File: src/rtl/core/hrlp_pkg.sv
// ----------------------------------------------------------------------------
// hrlp_pkg
// Shared types and constants for the HTTP request line parser.
// ----------------------------------------------------------------------------
package hrlp_pkg;

    // Parse phase codes
    localparam logic [1:0] PH_METHOD  = 2'd0;
    localparam logic [1:0] PH_PATH    = 2'd1;
    localparam logic [1:0] PH_QUERY   = 2'd2;
    localparam logic [1:0] PH_VERSION = 2'd3;

    // Result kinds
    localparam logic [1:0] KIND_METHOD = 2'd0;
    localparam logic [1:0] KIND_PATH   = 2'd1;
    localparam logic [1:0] KIND_QUERY  = 2'd2;
    localparam logic [1:0] KIND_STATUS = 2'd3;

    // Final status codes
    localparam logic [1:0] ST_OK        = 2'd0;
    localparam logic [1:0] ST_NO_SPACE  = 2'd1;
    localparam logic [1:0] ST_BAD_VER   = 2'd2;
    localparam logic [1:0] ST_BAD_PATH  = 2'd3;

    // Character constants
    localparam logic [7:0] CH_SPACE   = 8'h20;
    localparam logic [7:0] CH_PERCENT = 8'h25;
    localparam logic [7:0] CH_QUEST   = 8'h3F;
    localparam logic [7:0] CH_SLASH   = 8'h2F;
    localparam logic [7:0] CH_DOT     = 8'h2E;
    localparam logic [7:0] CH_ZERO    = 8'h30;
    localparam logic [7:0] CH_NINE    = 8'h39;

    localparam int          PREFIX_LEN = 5;
    localparam logic [2:0]  PREFIX_END = 3'(PREFIX_LEN);
    localparam logic [15:0] VER_LIMIT  = 16'hFFFF;
    localparam logic [15:0] VER_09_MINOR = 16'd9;

    // "HTTP/" in order
    localparam logic [7:0] VER_PREFIX [PREFIX_LEN] = '{8'h48, 8'h54, 8'h54, 8'h50, 8'h2F};

    typedef struct packed {
        logic [1:0]  phase;
        logic [1:0]  hex_left;
        logic [7:0]  hex_accum;
        logic        path_stopped;
        logic        path_started;
        logic        path_slash_first;
        logic [2:0]  prefix_index;
        logic        in_minor;
        logic [15:0] major_accum;
        logic [15:0] minor_accum;
        logic        version_bad;
    } parse_state_t;

    typedef struct packed {
        logic [1:0]  kind;
        logic [7:0]  char_out;
        logic [1:0]  status;
        logic [15:0] major_version;
        logic [15:0] minor_version;
        logic        final_res;
    } result_t;

endpackage

File: src/rtl/core/hrlp_parse_step.sv
// ----------------------------------------------------------------------------
// hrlp_parse_step
// Next-state and result logic for one request line byte or terminator.
// ----------------------------------------------------------------------------
module hrlp_parse_step (
    input  hrlp_pkg::parse_state_t cur,
    input  logic [7:0]             char_in,
    input  logic                   end_of_line,
    output hrlp_pkg::parse_state_t nxt,
    output logic                   emit,
    output hrlp_pkg::result_t      res
);
    import hrlp_pkg::*;

    logic       hex_ok;
    logic [7:0] hex_d;

    // hex digit decode
    always_comb
    begin
        hex_ok = 1'b1;
        hex_d  = 8'd0;
        if (char_in >= 8'h30 && char_in <= 8'h39)
        begin
            hex_d = char_in - 8'h30;
        end
        else if (char_in >= 8'h41 && char_in <= 8'h46)
        begin
            hex_d = char_in - 8'h37;
        end
        else if (char_in >= 8'h61 && char_in <= 8'h66)
        begin
            hex_d = char_in - 8'h57;
        end
        else
        begin
            hex_ok = 1'b0;
        end
    end

    always_comb
    begin
        logic        have;
        logic [7:0]  val;
        logic [7:0]  sum;
        logic [15:0] acc;
        logic [19:0] v;
        logic [1:0]  st;

        nxt  = cur;
        emit = 1'b0;
        res  = '0;
        have = 1'b0;
        val  = char_in;
        sum  = cur.hex_accum + hex_d;
        acc  = cur.in_minor ? cur.minor_accum : cur.major_accum;
        v    = {1'b0, acc, 3'b000} + {3'b000, acc, 1'b0} + {12'd0, char_in - CH_ZERO};
        st   = ST_OK;

        if (end_of_line)
        begin
            res.kind      = KIND_STATUS;
            res.final_res = 1'b1;
            if (cur.phase == PH_METHOD)
            begin
                st = ST_NO_SPACE;
            end
            else
            begin
                if (cur.phase == PH_VERSION)
                begin
                    if (cur.version_bad || cur.prefix_index < PREFIX_END || !cur.in_minor)
                    begin
                        st = ST_BAD_VER;
                    end
                    else
                    begin
                        res.major_version = cur.major_accum;
                        res.minor_version = cur.minor_accum;
                    end
                end
                else
                begin
                    res.minor_version = VER_09_MINOR;
                end
                if (st == ST_OK && !(cur.path_started && cur.path_slash_first))
                begin
                    st = ST_BAD_PATH;
                end
            end
            res.status = st;
            emit       = 1'b1;
            nxt        = '0;
        end
        else
        begin
            unique case (cur.phase)
                PH_METHOD:
                begin
                    if (char_in == CH_SPACE)
                    begin
                        nxt.phase = PH_PATH;
                    end
                    else
                    begin
                        emit          = 1'b1;
                        res.kind      = KIND_METHOD;
                        res.char_out  = char_in;
                    end
                end
                PH_PATH:
                begin
                    if (char_in == CH_SPACE)
                    begin
                        nxt.phase = PH_VERSION;
                    end
                    else if (char_in == CH_QUEST)
                    begin
                        nxt.phase = PH_QUERY;
                    end
                    else if (!cur.path_stopped)
                    begin
                        if (char_in == CH_PERCENT)
                        begin
                            nxt.hex_left  = 2'd2;
                            nxt.hex_accum = 8'd0;
                        end
                        else if (cur.hex_left == 2'd0)
                        begin
                            have = 1'b1;
                        end
                        else if (!hex_ok)
                        begin
                            nxt.path_stopped = 1'b1;
                        end
                        else if (cur.hex_left == 2'd2)
                        begin
                            nxt.hex_accum = {hex_d[3:0], 4'h0};
                            nxt.hex_left  = 2'd1;
                        end
                        else
                        begin
                            nxt.hex_accum = sum;
                            nxt.hex_left  = 2'd0;
                            val           = sum;
                            have          = 1'b1;
                        end
                        if (have)
                        begin
                            if (val == 8'd0)
                            begin
                                nxt.path_stopped = 1'b1;
                            end
                            else
                            begin
                                if (!cur.path_started)
                                begin
                                    nxt.path_started     = 1'b1;
                                    nxt.path_slash_first = (val == CH_SLASH);
                                end
                                emit         = 1'b1;
                                res.kind     = KIND_PATH;
                                res.char_out = val;
                            end
                        end
                    end
                end
                PH_QUERY:
                begin
                    if (char_in == CH_SPACE)
                    begin
                        nxt.phase = PH_VERSION;
                    end
                    else
                    begin
                        emit         = 1'b1;
                        res.kind     = KIND_QUERY;
                        res.char_out = char_in;
                    end
                end
                PH_VERSION:
                begin
                    if (!cur.version_bad)
                    begin
                        if (cur.prefix_index < PREFIX_END)
                        begin
                            if (char_in != VER_PREFIX[cur.prefix_index])
                            begin
                                nxt.version_bad = 1'b1;
                            end
                            else
                            begin
                                nxt.prefix_index = cur.prefix_index + 3'd1;
                            end
                        end
                        else if (char_in == CH_DOT)
                        begin
                            if (cur.in_minor)
                            begin
                                nxt.version_bad = 1'b1;
                            end
                            else
                            begin
                                nxt.in_minor = 1'b1;
                            end
                        end
                        else if (char_in < CH_ZERO || char_in > CH_NINE)
                        begin
                            nxt.version_bad = 1'b1;
                        end
                        else
                        begin
                            // saturate at the limit and flag it
                            if (v >= {4'd0, VER_LIMIT})
                            begin
                                v               = {4'd0, VER_LIMIT};
                                nxt.version_bad = 1'b1;
                            end
                            if (cur.in_minor)
                            begin
                                nxt.minor_accum = v[15:0];
                            end
                            else
                            begin
                                nxt.major_accum = v[15:0];
                            end
                        end
                    end
                end
                default:
                begin
                    nxt = cur;
                end
            endcase
        end
    end

endmodule

File: src/rtl/core/hrlp_out_reg.sv
// ----------------------------------------------------------------------------
// hrlp_out_reg
// Result register with valid/ready handshake toward the receiver.
// ----------------------------------------------------------------------------
module hrlp_out_reg (
    input  logic              clk,
    input  logic              rst_n,
    input  logic              load,
    input  hrlp_pkg::result_t res_in,
    input  logic              out_ready,
    output logic              out_valid,
    output logic              can_load,
    output hrlp_pkg::result_t res_out
);
    import hrlp_pkg::*;

    logic    valid_reg;
    logic    valid_next;
    result_t data_reg;

    // free when empty or draining this cycle
    assign can_load   = !valid_reg || out_ready;
    assign valid_next = load ? 1'b1 : (out_ready ? 1'b0 : valid_reg);

    always_ff @(posedge clk or negedge rst_n)
    begin
        if (!rst_n)
        begin
            valid_reg <= 1'b0;
        end
        else
        begin
            valid_reg <= valid_next;
        end
    end

    always_ff @(posedge clk)
    begin
        if (load)
        begin
            data_reg <= res_in;
        end
    end

    assign out_valid = valid_reg;
    assign res_out   = data_reg;

endmodule

File: src/rtl/core/http_request_line_parser_top.sv
// ----------------------------------------------------------------------------
// http_request_line_parser_top
// Streaming HTTP request line parser with percent-decoded path output.
// ----------------------------------------------------------------------------
// Usage:
//   Input channel (in_valid/in_ready) carries one byte per transaction in
//   char_in; a transaction with end_of_line set closes the line.
//   Output channel (out_valid/out_ready) carries method, decoded path and
//   query bytes, and one final status transaction per line (final_res=1).
//   Bytes that only advance parsing (spaces, '?', '%', escape digits,
//   version text) produce no output transaction.
// Timing:
//   One input transaction per cycle sustained while no result is held
//   stalled. A result appears in the cycle after its input is accepted:
//   the parse state and the result register both load on the accept edge,
//   with only the per-byte update logic in between.
// Reset:
//   rst_n clears the parse state to the method phase and empties the
//   result register; the block is ready in the first cycle after reset.
// Stall:
//   While a result waits and out_ready is low, in_ready drops; the held
//   result stays stable. When out_ready is high the register drains and
//   refills in the same cycle, so no bubble is inserted.
// ----------------------------------------------------------------------------
module http_request_line_parser_top (
    input  logic        clk,
    input  logic        rst_n,
    input  logic        in_valid,
    output logic        in_ready,
    input  logic [7:0]  char_in,
    input  logic        end_of_line,
    output logic        out_valid,
    input  logic        out_ready,
    output logic [1:0]  kind,
    output logic [7:0]  char_out,
    output logic [1:0]  status,
    output logic [15:0] major_version,
    output logic [15:0] minor_version,
    output logic        final_res
);
    import hrlp_pkg::*;

    parse_state_t state_reg;
    parse_state_t state_next;
    result_t      step_res;
    result_t      held_res;
    logic         step_emit;
    logic         accept;
    logic         can_load;

    assign in_ready = can_load;
    assign accept   = in_valid && can_load;

    // per-byte update of the running parse state
    hrlp_parse_step u_step (
        .cur         (state_reg),
        .char_in     (char_in),
        .end_of_line (end_of_line),
        .nxt         (state_next),
        .emit        (step_emit),
        .res         (step_res)
    );

    // state advances on every accepted transaction; terminator clears it
    always_ff @(posedge clk or negedge rst_n)
    begin
        if (!rst_n)
        begin
            state_reg <= '0;
        end
        else if (accept)
        begin
            state_reg <= state_next;
        end
    end

    hrlp_out_reg u_out (
        .clk       (clk),
        .rst_n     (rst_n),
        .load      (accept && step_emit),
        .res_in    (step_res),
        .out_ready (out_ready),
        .out_valid (out_valid),
        .can_load  (can_load),
        .res_out   (held_res)
    );

    assign kind          = held_res.kind;
    assign char_out      = held_res.char_out;
    assign status        = held_res.status;
    assign major_version = held_res.major_version;
    assign minor_version = held_res.minor_version;
    assign final_res     = held_res.final_res;

endmodule

File: config.mk
export PLATFORM = sky130hd
export DESIGN_NAME = http_request_line_parser_top
export DESIGN_NICKNAME = d
export VERILOG_FILES = /design/src/rtl/core/hrlp_pkg.sv /design/src/rtl/core/hrlp_parse_step.sv /design/src/rtl/core/hrlp_out_reg.sv /design/src/rtl/core/http_request_line_parser_top.sv
export SDC_FILE = /design/constraint.sdc
export NUM_CORES = 1
export LEC_CHECK = 0
export ABC_AREA = 1
export BUFFER_PORTS_ARGS = -buffer_cell sky130_fd_sc_hd__buf_4
export CORE_MARGIN = 2
export CORE_UTILIZATION = 36
export DETAILED_ROUTE_END_ITERATION = 10
export HOLD_SLACK_MARGIN = 0.03
export PLACE_DENSITY = 0.64
export SETUP_SLACK_MARGIN = 0.1
export SLEW_MARGIN = 25
export SYNTH_ARGS = -nofsm -noshare
export SYNTH_HDL_FRONTEND = slang
export SYNTH_SLANG_ARGS = --single-unit
export TNS_END_PERCENT = 30
File: constraint.sdc
create_clock -name clk -period 10.4 [get_ports clk]
set_clock_uncertainty 0.05 [all_clocks]
set_input_delay 0.52 -clock clk [delete_from_list [all_inputs] [get_ports clk]]
set_output_delay 0.52 -clock clk [all_outputs]
set_load 0.02 [all_outputs]
=== Word level (Yosys, flattened, before mapping) ===
Memory sizes are Yosys's and may differ from the RTL's.
Cells that the tools add are included.

* ROM bits: 64
* Logic and storage cells: 198
* Register bits: 98
* Memories kept: 1
* Input bits: 13
* Output and inout port bits: 47

* $add $sub $neg: 7
* Bitwise gates (word level): 3
* Magnitude comparators: 11
* Reduce and logical (&&, ||, !) cells: 40
* Equal/unequal tests: 25
* Mux-type cells: 91

{| class="wikitable"
|+ Memories
! name !! depth !! width !! rd ports !! clocked after memory_dff !! write ports !! RTL line !! RTL
|-
| (no name shown) || 8 || 8 || 1 || 0 || 0 || hrlp_parse_step.sv:187 || <nowiki>if (char_in != VER_PREFIX[cur.prefix_index])</nowiki>
|}

{| class="wikitable"
|+ Operators by type and width
! cell !! number
|-
| $mux 8 || 15
|-
| $mux 32 || 3
|-
| $mux 16 || 5
|-
| $mux 37 || 2
|-
| $mux 10 || 7
|-
| $mux 13 || 4
|-
| $mux 52 || 1
|-
| $eq 8x6->1 const B || 5
|-
| $mux 1 || 34
|-
| $mux 33 || 1
|-
| $pmux 10 s3 || 1
|-
| $reduce_and 7->1 || 4
|-
| $ne 2x2->1 const B || 11
|-
| $add 19x17->20 || 1
|-
| $add 20x8->20 || 1
|-
| $ge 20x16->1 const B || 1
|-
| $mux 2 || 10
|-
| $mux 9 || 2
|-
| $ge 8x7->1 const B || 2
|-
| $le 8x7->1 const B || 2
|-
| $sub 8x6->8 const B || 2
|-
| $reduce_and 5->1 || 3
|-
| $reduce_bool 2->1 || 7
|-
| $mux 11 || 1
|-
| other kinds (32) || 52
|}

=== Depth between registers and ports, before layout ===
* Depth after elaboration: 25
* Gate-level depth with buffers: 29
* Gate-level depth less buffers: 28

=== Modules after synthesis ===
From an unflattened synthesis, not the netlist that was laid out.

* Cells, all modules: 1118
* Area total of the unflattened synthesis: 7895.1 µm²

{| class="wikitable"
|+ By module, submodules not included
! module !! sequential area each (µm²) !! times used !! cells each !! area each (µm²)
|-
| hrlp_parse_step || 0.0 || 1 || 840 || 4372.9
|-
| http_request_line_parser_top || 1301.2 || 1 || 228 || 2125.8
|-
| hrlp_out_reg || 1376.3 || 1 || 50 || 1396.3
|}

=== Least setup slack after synthesis ===
OpenSTA, ideal clock, no wires.

* Path kind: input to register
* Start: input port char_in[5]
* End: register u_out.data_reg (netlist bit u_out.res_out[0]) (enable)
* Data required time: 9.786 ns
* Setup time: 0.564 ns
* Buffers on the path: 2
* Cell stages on the path: 26
* Path slack: 5.695 ns
* Arrival time: 4.091 ns
* Cells stage by stage: buf_2 inv_1 ha_1 inv_1 nor3_1 nand2_1 nand3_2 nand3_4 buf_8 and3_1 ha_1 a21oi_1 nor2_1 nor2_1 nand2_1 or2_2 nand2_1 inv_1 nand2_1 nand3_1 nor2_2 nand2_1 nand2_1 nand2_1 nand2_2 nand2_1

* Longest elaborated chain between the ends: 24
* Elaborated cells between the ends (all ways): 49
* Those cells by class: 4 x add/sub; 6 x order compare; 3 x eq/ne; 31 x mux; 5 x reduce/logical

{| class="wikitable"
|+ RTL lines
! what !! RTL line !! RTL
|-
| start: declaration || http_request_line_parser_top.sv:30 || <nowiki>input logic [7:0] char_in,</nowiki>
|-
| $ge 8x7->1 / $le 8x7->1 (equally long branches) || hrlp_parse_step.sv:31 || <nowiki>else if (char_in >= 8'h61 && char_in <= 8'h66)</nowiki>
|-
| $logic_and 1x1->1 || hrlp_parse_step.sv:31 ||
|-
| $mux 8 || hrlp_parse_step.sv:31 ||
|-
| $mux 8 || hrlp_parse_step.sv:27 || <nowiki>else if (char_in >= 8'h41 && char_in <= 8'h46)</nowiki>
|-
| $mux 8 || hrlp_parse_step.sv:23 || <nowiki>if (char_in >= 8'h30 && char_in <= 8'h39)</nowiki>
|-
| $add 8x8->8 || hrlp_parse_step.sv:55 || <nowiki>sum = cur.hex_accum + hex_d;</nowiki>
|-
| $mux 8 || hrlp_parse_step.sv:136 || <nowiki>else if (cur.hex_left == 2'd2)</nowiki>
|-
| $mux 8 || hrlp_parse_step.sv:132 || <nowiki>else if (!hex_ok)</nowiki>
|-
| [... 9 more ...] || -- ||
|-
| $mux 1 || hrlp_parse_step.sv:148 || <nowiki>if (have)</nowiki>
|-
| $mux 1 || hrlp_parse_step.sv:121 || <nowiki>else if (!cur.path_stopped)</nowiki>
|-
| $mux 1 || hrlp_parse_step.sv:117 || <nowiki>else if (char_in == CH_QUEST)</nowiki>
|-
| $mux 1 || hrlp_parse_step.sv:113 || <nowiki>if (char_in == CH_SPACE)</nowiki>
|-
| $pmux 1 s2 * || hrlp_parse_step.sv:97 || <nowiki>unique case (cur.phase)</nowiki>
|-
| $mux 1 * || hrlp_parse_step.sv:60 || <nowiki>if (end_of_line)</nowiki>
|-
| $logic_and 1x1->1 * || http_request_line_parser_top.sv:80 || <nowiki>.load (accept && step_emit),</nowiki>
|-
| via u_out.load || hrlp_out_reg.sv:8 || <nowiki>input logic load,</nowiki>
|-
| end signal: assignment || hrlp_out_reg.sv:41 || <nowiki>data_reg <= res_in;</nowiki>
|-
| end: declaration || hrlp_out_reg.sv:19 || <nowiki>result_t data_reg;</nowiki>
|}

Mark *: on every way through the listed nets, which the timed path passes. The rest lies on a longest branch. The select of a mux whose other input is x is not followed.
A chain may end at the register's enable or synchronous reset.

=== Worst setup path after layout ===
* Start: input port char_in[4]
* End: register u_out.data_reg (netlist bit u_out.res_out[27]) (enable)

Same word-level chain as after synthesis.

==> run summary <==
Post-Route WL -> 17,110 um
Clock Path Buffers -> 2
CTS buffer count -> 9
GRT overflow -> 0
Async S/R FF share, synth -> 0.5408
met2 WL -> 7548 um
GP Congestion -> 0.9118
core area -> 19,530 um^2
first-pass GRT wire length -> 28,930 um
vias in the first global route -> 5,803
RR Endpoint -> state_reg[28]$_DFFE_PN0P_
# fillers -> 2,039
R2R Setup Slk -> 6.19 ns
Die Height -> 145.2 um
syn nets -> 1,018
top_reg_cell synth -> dfrtp_1
input/output buffers -> 59
max cap viols -> 0
status -> complete, no violations
Setup Viol. Count Final -> 0
Ant. Diodes -> 0
max reg flops -> 52
Tot GR Track Use -> 0.1668
Critical Path End Type -> flop
final hold viol count -> 0
Synth cell types -> 51
Pins Over Slew Limit -> 0
DRT met1 WL -> 8584 um
sequential-to-total area share from yosys stat -> 0.3731
Synth warnings -> 0
antenna violations before repair -> 0
most common cell after layout, fill and taps aside -> nand2_1
Worst Path Required -> 10.32 ns
CP arrival -> 4.16 ns
Mapped Area -> 7176 um^2
met3 wire len -> 683 um
peak supply drop -> 140.8 uV
post-route setup slack -> 6.153 ns
die footprint -> 21,080 um^2
CTS Sinks -> 98
largest net degree at the start of global routing -> 54
wire per inst -> 13.58 um
period utilization -> 0.4084
ANT nets after route -> 0
Max-slew headroom -> 0.4934
# DRC -> 0
Setup crit start kind -> primary input
Yosys top cell area share -> 0.1883
Starting Density -> 0.3675
fin crit period -> 4.247 ns
first-pass detailed-route iteration total -> 6
H-tree depth -> 3
Post-synth EDFFs -> 45
Placed Cells incl. Taps -> 1,245
Critical Setup Path Class -> primary input to flop
hpwl dp -> 13,000 um
Setup WS pre-CTS -> 5.472 ns
final std cells w/o fill -> 1,260
area leader, netlist -> edfxtp_1
worst-case reg-to-reg path depth -> 18
fin nets -> 1,061
Syn Area/Cell -> 7.569 um^2
Worst Setup SP -> char_in[4]
IO Pins -> 60
FP Rows -> 51
Synth Register Bits -> 98
root buf cell -> clkbuf_16
most frequent cells in the layout -> 234 x nand2_1, 126 x inv_1, 96 x nand3_1, 96 x nor2_1, 60 x buf_4
Multi-input gate area -> 3815 um^2
Vias -> 6,145
vias per cell -> 4.877
FF-to-FF Start -> state_reg[33]$_DFFE_PN0P_
Reg clk slew, reported paths -> 0.07 ns
critical path peak fanout -> 45
Worst Max-Slew Pin Slew -> 0.7519 ns
PD cells -> 293.7 nW/um^2
post-CTS sizing -> 0
synthesis-to-finish area growth -> 12.96%
CTS Hold Buffers Added -> 0
Setup TNS -> 0 ns
die width -> 145.2 um
Gate Count Post-Synth -> 948
Top Layer Used -> met4
share of layout cells above drive strength 1 -> 0.1317
Post-CTS Setup Bufs -> 0
TritonCTS clock tree -> done
DRT iter0 DRCs -> 374
top cells by area, synth -> edfxtp_1 19%, dfrtp_1 18%, nand2_1 12%, ha_1 8.7%, nand3_1 6.8%
Pleak -> 4.048 nW
area occupied by registers -> 2679 um^2
Hold Crit Class -> primary input to async pin
unrepaired setup endpoints after global routing -> false
later-pin clock latency in the skew report -> 0.35 ns
Fmax -> 235.5 MHz
==> cell families (layout without fill, tap and decap cells) <==
kind of cell | after synthesis | count (layout) | share of synthesized area
AO/OA/AOI/OAI | 114 | 114 | 0.09154
AND/OR/NAND/NOR | 493 | 493 | 0.3081
XOR/XNOR | 19 | 19 | 0.02319
flip-flops | 98 | 98 | 0.3731
adder cells (fa/ha/maj) | 57 | 57 | 0.1067
buffers and inverters | 167 | 214 | 0.09729
==> stage by stage <==
| step | total power [W] | area, um^2 | util | hold slack (ns) |
|---|---|---|---|---|
| 2_1_floorplan | 0.001697 | 7176 | - | 0.1744 |
| 3_3_place_gp | 0.002020 | 7791 | 0.3990 | 0.4146 |
| 3_5_place_dp | 0.002033 | 7791 | 0.3990 | 0.4150 |
| 4_1_cts | 0.002386 | 8094 | 0.4145 | 0.1717 |
| 5_1_grt | 0.002614 | 8105 | 0.4151 | 0.2017 |
| 6_report | 0.002380 | 8105 | 0.4151 | 0.1367 |
==> synthesized netlist by cell type (2+ instances only) <==
cell type,number
a21oi_1,38
a21oi_2,3
a22oi_1,5
a31oi_1,2
and3_1,2
buf_2,5
buf_6,6
clkbuf_1,14
clkinv_1,2
dfrtp_1,53
edfxtp_1,45
fa_1,7
ha_1,50
inv_1,126
inv_2,9
inv_4,2
nand2_1,235
nand2_2,10
nand3_1,97
nand3_2,7
nand3_4,2
nand3b_1,2
nand4_1,12
nor2_1,97
nor2_2,5
nor2_4,5
nor3_1,8
nor4_1,2
o21ai_0,48
o21ai_1,5
o21bai_1,2
o31ai_1,2
or2_2,5
xnor2_1,6
xor2_1,13
==> worst max-delay path by stage <==
stage,slack [ns],to
2_1_floorplan,5.69,u_out.res_out[0]$_DFFE_PP_
3_3_place_gp,5.57,u_out.res_out[27]$_SDFFCE_PP0P_
3_5_place_dp,5.47,u_out.res_out[28]$_SDFFCE_PP0P_
4_1_cts,5.83,u_out.res_out[28]$_SDFFCE_PP0P_
5_1_grt,5.74,u_out.res_out[26]$_SDFFCE_PP0P_
6_report,6.15,u_out.res_out[27]$_SDFFCE_PP0P_
==> final cells by class <==
| type | instances | share of cell area |
|---|---|---|
| sequential | 98 | 0.3305 |
| inverter | 139 | 0.06499 |
| multi-input combinational | 683 | 0.4707 |
| tap | 265 | 0.04091 |
| timing repair buffer | 60 | 0.05557 |
| clock inverter | 5 | 0.007873 |
| clock buffer | 10 | 0.02948 |
==> worst max-delay path, stage by stage <==
cell and delay, ns:
buf_4 0.16, inv_1 0.22, ha_1 0.21, inv_1 0.04
nor3_1 0.13, nand2_1 0.09, nand3_2 0.14, nand3_4 0.17
and3_1 0.24, ha_1 0.36, a21oi_1 0.25, nor2_1 0.06
nor2_1 0.08, nand2_1 0.06, or2_2 0.27, nand2_1 0.11
inv_1 0.05, nand2_1 0.08, nand3_1 0.09, nor2_2 0.16
nand2_1 0.08, nand2_1 0.09, nand2_1 0.07, nand2_2 0.09
nand2_4 0.32
==> report_power, final <==
| group | internal [W] | switching (W) |
|---|---|---|
| Sequential | 0.000549 | 0.0000769 |
| Combinational | 0.000495 | 0.000917 |
| Clock | 0.000194 | 0.000150 |
| Total | 0.00124 | 0.00114 |
==> layer usage <==
layer	track usage	vias up
met2	0.2567	130
met1	0.2420	2844
met4	0.04755	0
met5	0	-
li1	-	3153
met3	0.02799	18
Note: power is estimated with default switching activity, not from simulation.
